<file path="src/sv/sscd_pkg.sv">
// ----------------------------------------------------------------------------
// sscd_pkg: switch scan change events, shared types
// transaction payloads, per-lane result record and lane count
// ----------------------------------------------------------------------------
`default_nettype none

package sscd_pkg;

    // one lane per bit of a scanned byte
    localparam int unsigned LANES = 8;

    typedef struct packed {
        logic [7:0] scan_byte;
        logic       scan_start;
    } scan_t;

    typedef struct packed {
        logic [5:0] switch_number;
        logic       switch_on;
        logic       last_event;
    } evt_t;

    // what one lane found for its switch
    typedef struct packed {
        logic       change;
        logic       state;
        logic [5:0] number;
    } lane_t;

endpackage

`default_nettype wire

</file>
<file path="src/sv/switch_scan_change_events.sv">
// ----------------------------------------------------------------------------
// switch_scan_change_events: switch scan change detector
// compares each scanned byte with the same byte of the previous scan and
// emits one event per changed switch, lowest switch first
// ----------------------------------------------------------------------------
//
//  channel | valid       | stall       | payload
//  --------+-------------+-------------+---------------------------------------
//  scan    | scan_valid  | scan_stall  | scan_data (scan_byte, scan_start)
//  evt     | evt_valid   | evt_stall   | evt_data (switch_number, switch_on,
//          |             |             |           last_event)
//
//  a byte with changed switches occupies the event serializer until its last
//  event is emitted, and the next byte loads as that event is emitted; a byte
//  with no change does not hold it; a byte passes the lane stage registers and
//  the serializer's pending and lane registers before its first event is output
//  reset clears the previous-scan valid bits and the byte position at once,
//  no clearing pass; an entry never written reads as all zeros
//  evt_stall holds the output register; scan_stall rises only when the lane
//  stage holds a byte that the serializer cannot take
//
`default_nettype none

module switch_scan_change_events #(
    parameter int unsigned SCAN_BYTES = 8
) (
    input  wire logic             clk,
    input  wire logic             rst_n,
    input  wire logic             scan_valid,
    output logic                  scan_stall,
    input  wire sscd_pkg::scan_t  scan_data,
    output logic                  evt_valid,
    input  wire logic             evt_stall,
    output sscd_pkg::evt_t        evt_data
);
    import sscd_pkg::*;

    localparam int unsigned PW = (SCAN_BYTES > 1) ? $clog2(SCAN_BYTES) : 1;
    localparam logic [PW-1:0] LAST_POS = PW'(SCAN_BYTES - 1);

    // ---- byte position and previous-scan store ----
    logic [PW-1:0]   pos_reg, pos_next;
    logic [PW-1:0]   cur_pos;
    logic [7:0]      now;                     // bit-reversed byte, switch order
    logic            accept;

    logic [7:0]      mem [SCAN_BYTES];        // previous scan, one entry per byte
    logic [SCAN_BYTES-1:0] vld_reg;           // entry written since reset

    // ---- lane stage registers ----
    logic            s1_valid_reg, s1_valid_next;
    logic [7:0]      s1_now_reg;
    logic [PW-1:0]   s1_pos_reg;
    logic [7:0]      rd_reg;                  // registered store read
    logic            rdv_reg;
    logic [7:0]      prev;
    logic [2:0]      pos_low;

    lane_t [LANES-1:0] lanes;
    logic            take;

    // first shifted bit (bit 7) becomes switch 0
    always_comb
    begin
        for (int j = 0; j < 8; j++)
        begin
            now[j] = scan_data.scan_byte[7 - j];
        end
    end

    assign scan_stall = s1_valid_reg && !take;
    assign accept     = scan_valid && !scan_stall;

    // scan start forces position zero, wrap after the last byte
    always_comb
    begin
        cur_pos  = scan_data.scan_start ? '0 : pos_reg;
        pos_next = pos_reg;
        if (accept)
        begin
            pos_next = (cur_pos == LAST_POS) ? '0 : cur_pos + PW'(1);
        end
    end

    always_comb
    begin
        s1_valid_next = s1_valid_reg;
        if (accept)
        begin
            s1_valid_next = 1'b1;
        end
        else if (take)
        begin
            s1_valid_next = 1'b0;
        end
    end

    always_ff @(posedge clk or negedge rst_n)
    begin
        if (!rst_n)
        begin
            pos_reg      <= '0;
            s1_valid_reg <= 1'b0;
            vld_reg      <= '0;
        end
        else
        begin
            pos_reg      <= pos_next;
            s1_valid_reg <= s1_valid_next;
            if (accept)
            begin
                vld_reg[cur_pos] <= 1'b1;
            end
        end
    end

    // read old entry and write the new byte at the same edge
    always_ff @(posedge clk)
    begin
        if (accept)
        begin
            rd_reg        <= mem[cur_pos];
            rdv_reg       <= vld_reg[cur_pos];
            mem[cur_pos]  <= now;
            s1_now_reg    <= now;
            s1_pos_reg    <= cur_pos;
        end
    end

    assign prev    = rdv_reg ? rd_reg : 8'h00;
    assign pos_low = 3'(s1_pos_reg);

    // one lane per switch of the byte
    for (genvar g = 0; g < LANES; g++)
    begin : g_lane
        sscd_lane #(
            .LANE (g)
        ) u_lane (
            .now_bit  (s1_now_reg[g]),
            .prev_bit (prev[g]),
            .pos_low  (pos_low),
            .res      (lanes[g])
        );
    end

    // merge lane results into an ordered event stream
    sscd_merge u_merge (
        .clk        (clk),
        .rst_n      (rst_n),
        .load_valid (s1_valid_reg),
        .lanes      (lanes),
        .load_take  (take),
        .evt_valid  (evt_valid),
        .evt_stall  (evt_stall),
        .evt_data   (evt_data)
    );

`ifndef SYNTH
    ap_stall_needs_item: assert property (@(posedge clk) disable iff (!rst_n)
        scan_stall |-> s1_valid_reg)
        else $error("scan stalled with empty lane stage");

    ap_pos_range: assert property (@(posedge clk) disable iff (!rst_n)
        pos_reg <= LAST_POS)
        else $error("byte position out of range");

    ap_accept_loads: assert property (@(posedge clk) disable iff (!rst_n)
        accept |=> s1_valid_reg)
        else $error("accepted byte missing from lane stage");

    ap_start_pos: assert property (@(posedge clk) disable iff (!rst_n)
        accept && scan_data.scan_start |=> pos_reg == PW'(1 % SCAN_BYTES))
        else $error("scan start did not restart byte position");
`endif

endmodule

`default_nettype wire

</file>
<file path="src/sv/sscd_lane.sv">
// ----------------------------------------------------------------------------
// sscd_lane: one switch lane
// compares the new and previous state of one switch and forms its number
// ----------------------------------------------------------------------------
`default_nettype none

module sscd_lane #(
    parameter int unsigned LANE = 0
) (
    input  wire logic          now_bit,
    input  wire logic          prev_bit,
    input  wire logic [2:0]    pos_low,
    output sscd_pkg::lane_t    res
);
    import sscd_pkg::*;

    always_comb
    begin
        res.change = now_bit ^ prev_bit;
        res.state  = now_bit;
        // byte position times 8 plus bit, low 6 bits
        res.number = {pos_low, 3'(LANE)};
    end

endmodule

`default_nettype wire

</file>
<file path="src/sv/sscd_merge.sv">
// ----------------------------------------------------------------------------
// sscd_merge: lane merge and event serializer
// holds the lane results of one byte and emits changed switches in order
// ----------------------------------------------------------------------------
`default_nettype none

module sscd_merge (
    input  wire logic                                   clk,
    input  wire logic                                   rst_n,
    input  wire logic                                   load_valid,
    input  wire sscd_pkg::lane_t [sscd_pkg::LANES-1:0]  lanes,
    output logic                                        load_take,
    output logic                                        evt_valid,
    input  wire logic                                   evt_stall,
    output sscd_pkg::evt_t                              evt_data
);
    import sscd_pkg::*;

    logic [LANES-1:0] pend_reg, pend_next;
    lane_t [LANES-1:0] lane_reg;
    logic             out_valid_reg, out_valid_next;
    evt_t             out_reg, out_next;

    logic [2:0]       sel;
    logic [LANES-1:0] rest;
    logic [LANES-1:0] load_mask;
    logic             emit;
    logic             last;

    // lowest pending lane
    always_comb
    begin
        sel = '0;
        for (int j = LANES - 1; j >= 0; j--)
        begin
            if (pend_reg[j])
            begin
                sel = 3'(j);
            end
        end
    end

    always_comb
    begin
        for (int j = 0; j < LANES; j++)
        begin
            load_mask[j] = lanes[j].change;
        end
        rest      = pend_reg & ~(LANES'(1) << sel);
        last      = (rest == '0);
        emit      = (pend_reg != '0) && (!out_valid_reg || !evt_stall);
        load_take = (pend_reg == '0) || (emit && last);

        pend_next = pend_reg;
        if (load_take && load_valid)
        begin
            pend_next = load_mask;
        end
        else if (emit)
        begin
            pend_next = rest;
        end

        out_valid_next = out_valid_reg;
        out_next       = out_reg;
        if (emit)
        begin
            out_valid_next         = 1'b1;
            out_next.switch_number = lane_reg[sel].number;
            out_next.switch_on     = lane_reg[sel].state;
            out_next.last_event    = last;
        end
        else if (!evt_stall)
        begin
            out_valid_next = 1'b0;
        end
    end

    always_ff @(posedge clk or negedge rst_n)
    begin
        if (!rst_n)
        begin
            pend_reg      <= '0;
            out_valid_reg <= 1'b0;
        end
        else
        begin
            pend_reg      <= pend_next;
            out_valid_reg <= out_valid_next;
        end
    end

    always_ff @(posedge clk)
    begin
        out_reg <= out_next;
        if (load_take && load_valid)
        begin
            lane_reg <= lanes;
        end
    end

    assign evt_valid = out_valid_reg;
    assign evt_data  = out_reg;

endmodule

`default_nettype wire

</file>
<file path="config.mk">
export PLATFORM = sky130hd
export DESIGN_NAME = switch_scan_change_events
export DESIGN_NICKNAME = d
export VERILOG_FILES = /design/src/sv/sscd_pkg.sv /design/src/sv/switch_scan_change_events.sv /design/src/sv/sscd_lane.sv /design/src/sv/sscd_merge.sv
export SDC_FILE = /design/constraint.sdc
export NUM_CORES = 1
export LEC_CHECK = 0
export BUFFER_PORTS_ARGS = -buffer_cell sky130_fd_sc_hd__buf_2
export CORE_AREA = 2 2 96 98
export CTS_CLUSTER_SIZE = 28
export DETAILED_ROUTE_END_ITERATION = 16
export DIE_AREA = 0 0 98 100
export PLACE_DENSITY_LB_ADDON = 0.08
export SKIP_LAST_GASP = 1
export SLEW_MARGIN = 20
export SYNTH_ARGS = -nofsm -noshare
export SYNTH_HDL_FRONTEND = slang
export SYNTH_SLANG_ARGS = --single-unit
</file>
<file path="constraint.sdc">
create_clock -name clk -period 4.85 [get_ports clk]
set_input_delay 0.7275 -clock clk [delete_from_list [all_inputs] [get_ports clk]]
set_output_delay 0.7275 -clock clk [all_outputs]
set_load 0.01 [all_outputs]
</file>
* Word-level counts from Yosys, hierarchy flattened
Memory sizes are Yosys's and may differ from the RTL's. A register that Yosys moved wholly into a read port is not among the register bits. Cells that the tools add are included.
Operators by class: muxes and demuxes 25, bitwise logic cells 11, shift-type cells 1, magnitude comparators 3, reductions and logical operators 17, $add $sub $neg 1, eq/ne operators 2
Operator list (number):
- two-way mux 3 bit | 10
- binary-select mux 8 bit (select 3 bit) | 1
- two-way mux 8 bit | 3
- logical NOT 8 bit | 2
- AND 8 bit | 1
- less-than comparator 3 x 4 -> 1 bit (second input constant) | 2
- two-way mux 1 bit | 8
- inverter 8 bit | 1
- bitwise OR 8 bit | 1
- nonzero test 8 bit | 1
- << shifter 1 x 3 -> 8 bit (first input constant) | 1
- XOR 1 bit | 8
- two-way mux 7 bit | 1
- logical AND 1 bit | 6
- logical NOT 1 bit | 4
- nonzero test 2 bit | 2
- adder 3 x 1 -> 3 bit (second input constant) | 1
- binary-select mux 1 bit (select 3 bit) | 1
- demux 1 bit (select 3 bit) | 1
- == test 3 bit (second input constant) | 1
- greater-or-equal comparator 3 x 1 -> 1 bit (second input constant) | 1
- logical OR 1 bit | 2
- != test 2 x 1 -> 1 bit (second input constant) | 1
Word-level totals: word-level logic and storage cells 89, input port bits 13, bits in writable memories 64, memories 1, bits in registers 60
Memories:
- mem | words 8, width 8, read ports 1, clocked after memory_dff 1, wr ports 1, RTL line switch_scan_change_events.sv:47 | logic [7:0] mem [SCAN_BYTES];

* Logic depth before layout (Yosys ltp)
Gate-level depths: netlist (run 1).
depth in word-level cells 20, mapped depth 8, depth with buffers taken out 6

* Hierarchy
A second synthesis (run 1) with hierarchy kept.
Unflattened totals: cells, all modules 480, area total of the unflattened synthesis 7235.7 µm²
Modules (own cells, without submodules):
- switch_scan_change_events | instances 1, area an instance 3814.9 µm², cells each 233, sequential area each 2822.7 µm²
- sscd_merge | instances 1, area an instance 2877.8 µm², cells each 169, sequential area each 2147.1 µm²
- sscd_lane (g_lane[1].u_lane ...) | instances 6, area an instance 68.8 µm², cells each 10, sequential area each 0.0 µm²
- sscd_lane (g_lane[0].u_lane ...) | instances 2, area an instance 65.1 µm², cells each 9, sequential area each 0.0 µm²

* Worst setup path after synthesis (run 1)
OpenSTA, ideal clock, no wires.
path kind reg2reg, start register u_merge.pend_reg[5], end memory mem[2][0] (enable), path buffers 2, slack 2.074 ns, period minus slack after synthesis 2.776 ns, cell stages (with the launch flop) 8, data arrival time 2.381 ns, cell sequence dfrtp_1 -> buf_6 -> or2_4 -> a2111oi_4 -> o211a_1 -> a32oi_1 -> buf_6 -> nor4_1
Between the ends: cells in the longest elaborated chain, start to end 18
Ends and longest elaborated chain:
- start: declaration | RTL line sscd_merge.sv:19 | logic [LANES-1:0] pend_reg, pend_next;
- start signal: assignment | RTL line sscd_merge.sv:88 | pend_reg <= pend_next;
- two-way mux 3 bit (6 in a row) | RTL line sscd_merge.sv:36 | if (pend_reg[j])
- << shifter 1 x 3 -> 8 bit | RTL line sscd_merge.sv:49 | rest = pend_reg & ~(LANES'(1) << sel);
- inverter 8 bit | RTL line sscd_merge.sv:49
- AND 8 bit | RTL line sscd_merge.sv:49
- logical NOT 8 bit | RTL line sscd_merge.sv:50 | last = (rest == '0);
- logical AND 1 bit | RTL line sscd_merge.sv:52 | load_take = (pend_reg == '0) || (emit && last);
- logical OR 1 bit * | RTL line sscd_merge.sv:52
- logical NOT 1 bit * | RTL line switch_scan_change_events.sv:71 | assign scan_stall = s1_valid_reg && !take;
- logical AND 1 bit * | RTL line switch_scan_change_events.sv:71
- logical NOT 1 bit * | RTL line switch_scan_change_events.sv:72 | assign accept = scan_valid && !scan_stall;
- logical AND 1 bit * | RTL line switch_scan_change_events.sv:72
- two-way mux 1 bit * | RTL line switch_scan_change_events.sv:120 | if (accept)
- two-way mux 1 bit (implied by the code) * | RTL line switch_scan_change_events.sv:124 | mem[cur_pos] <= now;
- end: declaration | RTL line switch_scan_change_events.sv:47
Mark *: on every way between the ends. The rest lies on a longest branch, timed or not.

* Worst setup path after layout (run 1)
start register u_merge.pend_reg[5], end output scan_stall
Between the ends: cells in the longest elaborated chain, start to end 14
Ends and longest elaborated chain:
- two-way mux 3 bit (6 in a row) | RTL line sscd_merge.sv:36
- << shifter 1 x 3 -> 8 bit | RTL line sscd_merge.sv:49
- inverter 8 bit | RTL line sscd_merge.sv:49
- AND 8 bit | RTL line sscd_merge.sv:49
- logical NOT 8 bit | RTL line sscd_merge.sv:50
- logical AND 1 bit | RTL line sscd_merge.sv:52
- logical OR 1 bit * | RTL line sscd_merge.sv:52
- logical NOT 1 bit * | RTL line switch_scan_change_events.sv:71
- logical AND 1 bit * | RTL line switch_scan_change_events.sv:71
- end: declaration | RTL line switch_scan_change_events.sv:30 | output logic scan_stall,
Marks and branches as above.

==> results of run 1 <==
[through the flow]
step,cells,hold slack (ns),cell area [um2],util [%],setup slack [ns]
final,491,0.183,5800,65.3,1.93
after global routing,491,0.210,5800,65.3,1.79
after CTS,491,0.183,5800,65.2,1.86
after detailed placement,460,0.411,5280,59.4,1.88
after global placement,460,0.405,5280,59.4,1.94
after floorplan,343,0.400,5110,-,2.07
[per-layer routing]
| metal | wire, um | vias up | global-route usage [%] |
|---|---|---|---|
| li1 | - | 1368 | - |
| met1 | 3920 | 1421 | 24.9 |
| met2 | 5020 | 85 | 37.0 |
| met3 | 437 | 16 | 5.29 |
| met4 | 208 | 0 | 10.8 |
| met5 | 0 | - | 0 |
[area by class of cell]
type                    count  area (um2)  area share (%)
inverters                  12        45.0           0.776
clock inverters            14         106            1.83
flip-flops and latches    124        3620            62.4
repair buffers             24         125            2.16
multi-input cells         189        1350            23.3
well taps                 111         139            2.39
clock buffers              17         414            7.14
[cells by family (layout without fill, tap and decap cells)]
kind of cell | count (synthesis) | count (layout)
buf+inv | 30 | 67
flops | 124 | 124
xor+xnor | 8 | 8
compound gates | 73 | 73
fa+ha+maj | 2 | 2
mux | 23 | 23
simple gates | 83 | 83
[power by group]
group	switching (mW)	internal [mW]
sequential	0.192	1.45
clock	0.429	0.664
combinational	0.574	0.401
total	1.19	2.52
[placed cells by master, fill, tap and decap left out, types with 3 or more instances in the layout]
cell type and count:
o21ai_0 17, a221oi_1 5, dfrtp_1 21, clkinv_2 6
clkinvlp_4 4, inv_1 12, o211ai_1 4, nor2_1 21
clkbuf_16 16, edfxtp_1 103, nand3_1 4, nand2_1 33
a21oi_1 10, xor2_1 7, a32oi_1 7, nor3_1 7
nand2b_1 4, mux4_2 3, o21bai_1 7, mux2i_1 13
o32ai_1 3, buf_2 22, mux2_2 5
[how the worst max path moves through the flow]
stage                                         start                   to  slack [ns]  cells after the start
floorplan           u_merge.pend_reg[5]$_DFFE_PN0P_  mem[2][0]$_DFFE_PP_        2.07                      7
global placement    u_merge.pend_reg[5]$_DFFE_PN0P_  mem[6][3]$_DFFE_PP_        1.94                      6
detailed placement  u_merge.pend_reg[5]$_DFFE_PN0P_  mem[6][4]$_DFFE_PP_        1.88                      6
CTS                 u_merge.pend_reg[5]$_DFFE_PN0P_  mem[6][1]$_DFFE_PP_        1.86                      6
global route        u_merge.pend_reg[5]$_DFFE_PN0P_  mem[2][0]$_DFFE_PP_        1.79                      6
finish              u_merge.pend_reg[5]$_DFFE_PN0P_           scan_stall        1.93                      5
[worst register-to-register path, cell delays in order (launching register included)]
cell and delay (ns):
dfrtp_1 0.48, or2_4 0.31, a2111oi_4 0.37, o211a_1 0.20, a32oi_1 0.09, buf_4 0.23, nor4_2 0.77
==> summary.md, run 1 <==
| Metric | Value |
|---|---|
| Post-synth top area share | 60.6% |
| Core area | 8890 um2 |
| Post-Synth Adder-Cell Area | 0.441% |
| First-pass iteration count of the detailed router | 4 |
| CTS Sinks | 124 |
| Worst Tran Pin Value | 0.991 ns |
| Site Rows | 35 |
| EDFF count, synth | 103 |
| DIE AREA | 9800 um2 |
| Initial DRC count | 145 |
| Final Hold Vio Count | 0 |
| Postcts setup bufs | 0 |
| Syn_nets | 357 |
| Worst reg2reg path depth | 6 |
| Syn-to-layout area delta | 13.6% |
| Fmax | 342 MHz |
| Max cap viols | 0 |
| Cell count after synthesis | 343 |
| Longest Clk Path Bufs | 2 |
| Fin. max-slew vios | 0 |
| Fill count | 641 |
| Reg-to-reg setup timing slack | 2.03 ns |
| # resized after CTS | 0 |
| Top FF cell, synth | edfxtp_1 |
| Distinct cell type count after synthesis | 57 |
| Total Power | 3.71 mW |
| CTS tree | built |
| R2r startpoint | u_merge.pend_reg[5]$_DFFE_PN0P_ |
| Clk_lat worst skew | 0.51 ns |
| DIE WIDTH | 98 um |
| Share of cells above drive strength 1 | 19.7% |
| Total CTS buffers | 17 |
| Antenna diodes | 0 |
| Largest stage delay, worst path | 0.48 ns |
| Initial antenna violation count | 0 |
| DR WL/cell | 19.5 um |
| CTS clock-pin slew for the worst setup and hold paths | 0.06 ns |
| Post-synthesis mux area share | 5.56% |
| Worst Setup End Kind | output port |
| RSZ-0062 raised after global routing | no |
| Clk_skew | 0.00954 ns |
| Maximum vdd drop | 0.288 mV |
| Syn Area/Cell | 14.9 um2 |
| Overall routed net length | 9590 um |
| Main area contributors after synthesis | edfxtp_1 61%, dfrtp_1 10%, mux2i_1 2.5%, nand2_1 2.4%, o21ai_0 1.7% |
| NumNets Final | 382 |
| Max reg flops | 64 |
| CP Class | flop to output port |
| DRC | 0 |
| Status | finished clean |
| Routed Antenna Nets | 0 |
| First-pass GRT wire length | 15500 um |
| Largest family of logic cells by synthesized area | compound AO/OA/AOI/OAI gates |
| Post-DP HPWL | 6660 um |
| Vias in the first global route | 2974 |
| RR Endpoint | mem[2][7]$_DFFE_PP_ |
| # hold bufs at CTS | 0 |
| Synth Cell Area | 5110 um2 |
| CP Buf/Inv Count | 1 |
| RePlAce Congestion | 0.833 |
| Crit-path cells | or2_4, a2111oi_4, o21a_1, a31oi_1, buf_2 |
| Most numerous cell in the Yosys netlist | edfxtp_1 |
| Via density per instance | 5.89 |
| Htree depth | 4 |
| Port Buffers | 22 |
| Slowest cell on crit path | dfrtp_1 |
| FFs w/ async S/R, synth | 16.9% |
| Sequential share of the synthesized area | 70.9% |
| Total track usage | 21.3% |
| Largest net degree at the start of global routing | 31 |
| DR vias | 2890 |
| Remaining global-route overflow | 0 |
| Period utilization | 60.3% |
| Commonest cells in the netlist | 103 x edfxtp_1, 33 x nand2_1, 21 x dfrtp_1, 21 x nor2_1, 17 x o21ai_0 |
| Period minus WS final | 2.92 ns |
| CTS root buffer | clkbuf_8 |
| WP data arrival | 2.20 ns |
| CP max FO | 10 |
| Setup Viol. Count Final | 0 |
| I/O Pins | 23 |
| Pwr dens | 639 nW/um2 |
| Cell taking the most area after synthesis | edfxtp_1 |
| Synth Area in Compound Gates | 11.2% |
| Leakage | 2.06 nW |
| Critical path's top delay family | compound AO/OA/AOI/OAI gates |
| Post-Synth XOR/XNOR Area | 1.37% |
| HP Class | input pin to asynchronous set/reset pin |
| Starting Density | 57.4% |
| Number of synthesized register bits | 124 |
| CP Launch Type | flop |
| Rel. slew slack | 33.4% |
| Die Y | 100 um |
| Fin Setup TNS | 0 ns |
| Simple-Gate Fraction of Synth Area | 7.67% |
| Worst Path Required | 4.12 ns |
| Total number of yosys warnings | 0 |
Power figures use the tool's default switching activity.
==> run 2, diff against run 1 <==
Clock period 4.85 ns to 2.9 ns, I/O delays scaled along.
==> run 2 against run 1 <==
Against the previous run: non-clock buffer count rose by 18; sequential cell count is the same; highest routed layer unchanged; wire length shrank 0.58%; worst setup slack got worse by 1.7 ns; sequential share of layout area decreased by 1.8 points; design area is 3.0% higher; via count increased by 2.2%; clock power is 81% higher; register-to-register slack lost 1.6 ns; total power rose by 73%; critical endpoint unchanged; die area did not move; clock-buffer cell count grew 1.
==> summary.md, run 2 (synthesis gave the netlist of run 1 again) <==
| Metric | Value |
|---|---|
| WP data arrival | 2.22 ns |
| NumNets Final | 400 |
| Core area | 8890 um2 |
| Max reg flops | 64 |
| Port Buffers | 22 |
| Worst Setup End Kind | output port |
| RePlAce Congestion | 0.848 |
| Starting Density | 57.4% |
| Clk_skew | 0.00730 ns |
| # resized after CTS | 0 |
| Placed cell area | 5400 um2 |
| Most common cell after layout, fill and taps aside | edfxtp_1 |
| Setup ws final | 0.249 ns |
| Syn-to-layout area delta | 17.0% |
| First-pass GRT wire length | 15600 um |
| Final Hold Vio Count | 0 |
| Pwr dens | 1070 nW/um2 |
| Largest net degree at the start of global routing | 22 |
| Post-DP HPWL | 6510 um |
| Setup Viol. Count Final | 0 |
| CTS tree | built |
| CTS Sinks | 124 |
| Vias in the first global route | 2951 |
| Total CTS buffers | 17 |
| DIE WIDTH | 98 um |
| CP Launch Type | flop |
| DR vias | 2953 |
| Htree depth | 4 |
| Die Y | 100 um |
| Via density per instance | 5.79 |
| CP Class | flop to output port |
| Overall routed net length | 9530 um |
| DRC | 0 |
| Max cap viols | 0 |
| CP max FO | 10 |
| Hold_ws | 0.172 ns |
| Share of cells above drive strength 1 | 22.8% |
| Clk_lat worst skew | 0.51 ns |
| CTS root buffer | clkbuf_8 |
| RSZ-0062 raised after global routing | no |
| I/O Pins | 23 |
| Most frequent cells in the layout | 103 x edfxtp_1, 33 x nand2_1, 22 x buf_2 |
| Largest stage delay, worst path | 0.48 ns |
| Leakage | 2.17 nW |
| Period utilization | 91.4% |
| DIE AREA | 9800 um2 |
| Longest Clk Path Bufs | 2 |
| Fin Setup TNS | 0 ns |
| First-pass iteration count of the detailed router | 5 |
| Total track usage | 21.4% |
| Pre-CTS WS | 0.479 ns |
| Antenna diodes | 0 |
| Initial antenna violation count | 0 |
| HP Class | input pin to flop |
| Crit-path cells | or2_4, a2111oi_4, o21a_1, a31oi_1, buf_2 |
| DR WL/cell | 18.7 um |
| Status | finished clean |
| Rel. slew slack | 50.0% |
| Fin. max-slew vios | 0 |
| Slowest cell on crit path | dfrtp_1 |
| CTS clock-pin slew for the worst setup and hold paths | 0.06 ns |
| Site Rows | 35 |
| Post-route cell area | 5980 um2 |
| Initial DRC count | 189 |
| Routed Antenna Nets | 0 |
| Remaining global-route overflow | 0 |
| Worst Tran Pin Value | 0.747 ns |
| Fmax | 377 MHz |
| Worst Path Required | 2.47 ns |
| Maximum vdd drop | 0.499 mV |
| Period minus WS final | 2.65 ns |
run 2: path summary, 6_finish.rpt:
kind	from	endpoint	slack (ns)	cells after the start
min	scan_valid	s1_valid_reg$_DFFE_PN0P_	0.17	2
max in group asynchronous	rst_n	pos_reg[0]$_DFFE_PN0P_	2.12	2
min reg2reg	pos_low[2]$_DFFE_PP_	u_merge.lane_reg[5]$_DFFE_PN_	0.42	0
max	u_merge.pend_reg[5]$_DFFE_PN0P_	scan_stall	0.25	5
max reg2reg	u_merge.pend_reg[3]$_DFFE_PN0P_	u_merge.lane_reg[46]$_DFFE_PN_	0.47	5
min in group asynchronous	rst_n	u_merge.evt_valid$_DFFE_PN0P_	0.43	2
run 2: through the flow:
step                      utilization, %  total power, mW  instances
after floorplan                        -             3.99        343
after global routing                67.2             6.73        510
after global placement              60.8             4.43        477
final                               67.2             6.40        510
after detailed placement            60.8             4.45        477
after CTS                           67.2             6.43        510
run 2: area by class of cell:
cell class	instances	area, um2
Sequential cell	124	3620
Fill cell	631	2910
Multi-Input combinational cell	189	1350
Clock buffer	18	418
Timing Repair Buffer	42	263
Clock inverter	14	144
Tap cell	111	139
Inverter	12	45.0
run 2: worst max-delay path, delay by kind of cell, from the launching register on:
family	cells	cell delay [ns]
flip-flops	1	0.48
AND/OR/NAND/NOR	1	0.30
buffers and inverters	1	0.18
AO/OA/AOI/OAI	3	0.74
run 2: per-layer routing:
metal | track usage, % | vias up | share of wire, %
met5 | 0 | - | 0
met4 | 8.76 | 0 | 1.7
met3 | 4.32 | 14 | 3.8
met2 | 36.4 | 70 | 52
met1 | 27.3 | 1466 | 43
li1 | - | 1403 | -
run 2: what timing repair did:
action	4_1_cts	5_1_grt
buffers inserted	0	0
hold buffers	1	0
endpoints found under the hold margin	21	0
run 2: power by group:
part           total, mW  leakage, nW  switching (mW)  internal (mW)
Combinational       1.71        0.719           0.979          0.734
Clock               1.97        0.267           0.750           1.22
Sequential          2.72         1.19           0.294           2.42
Total               6.40         2.17            2.02           4.38
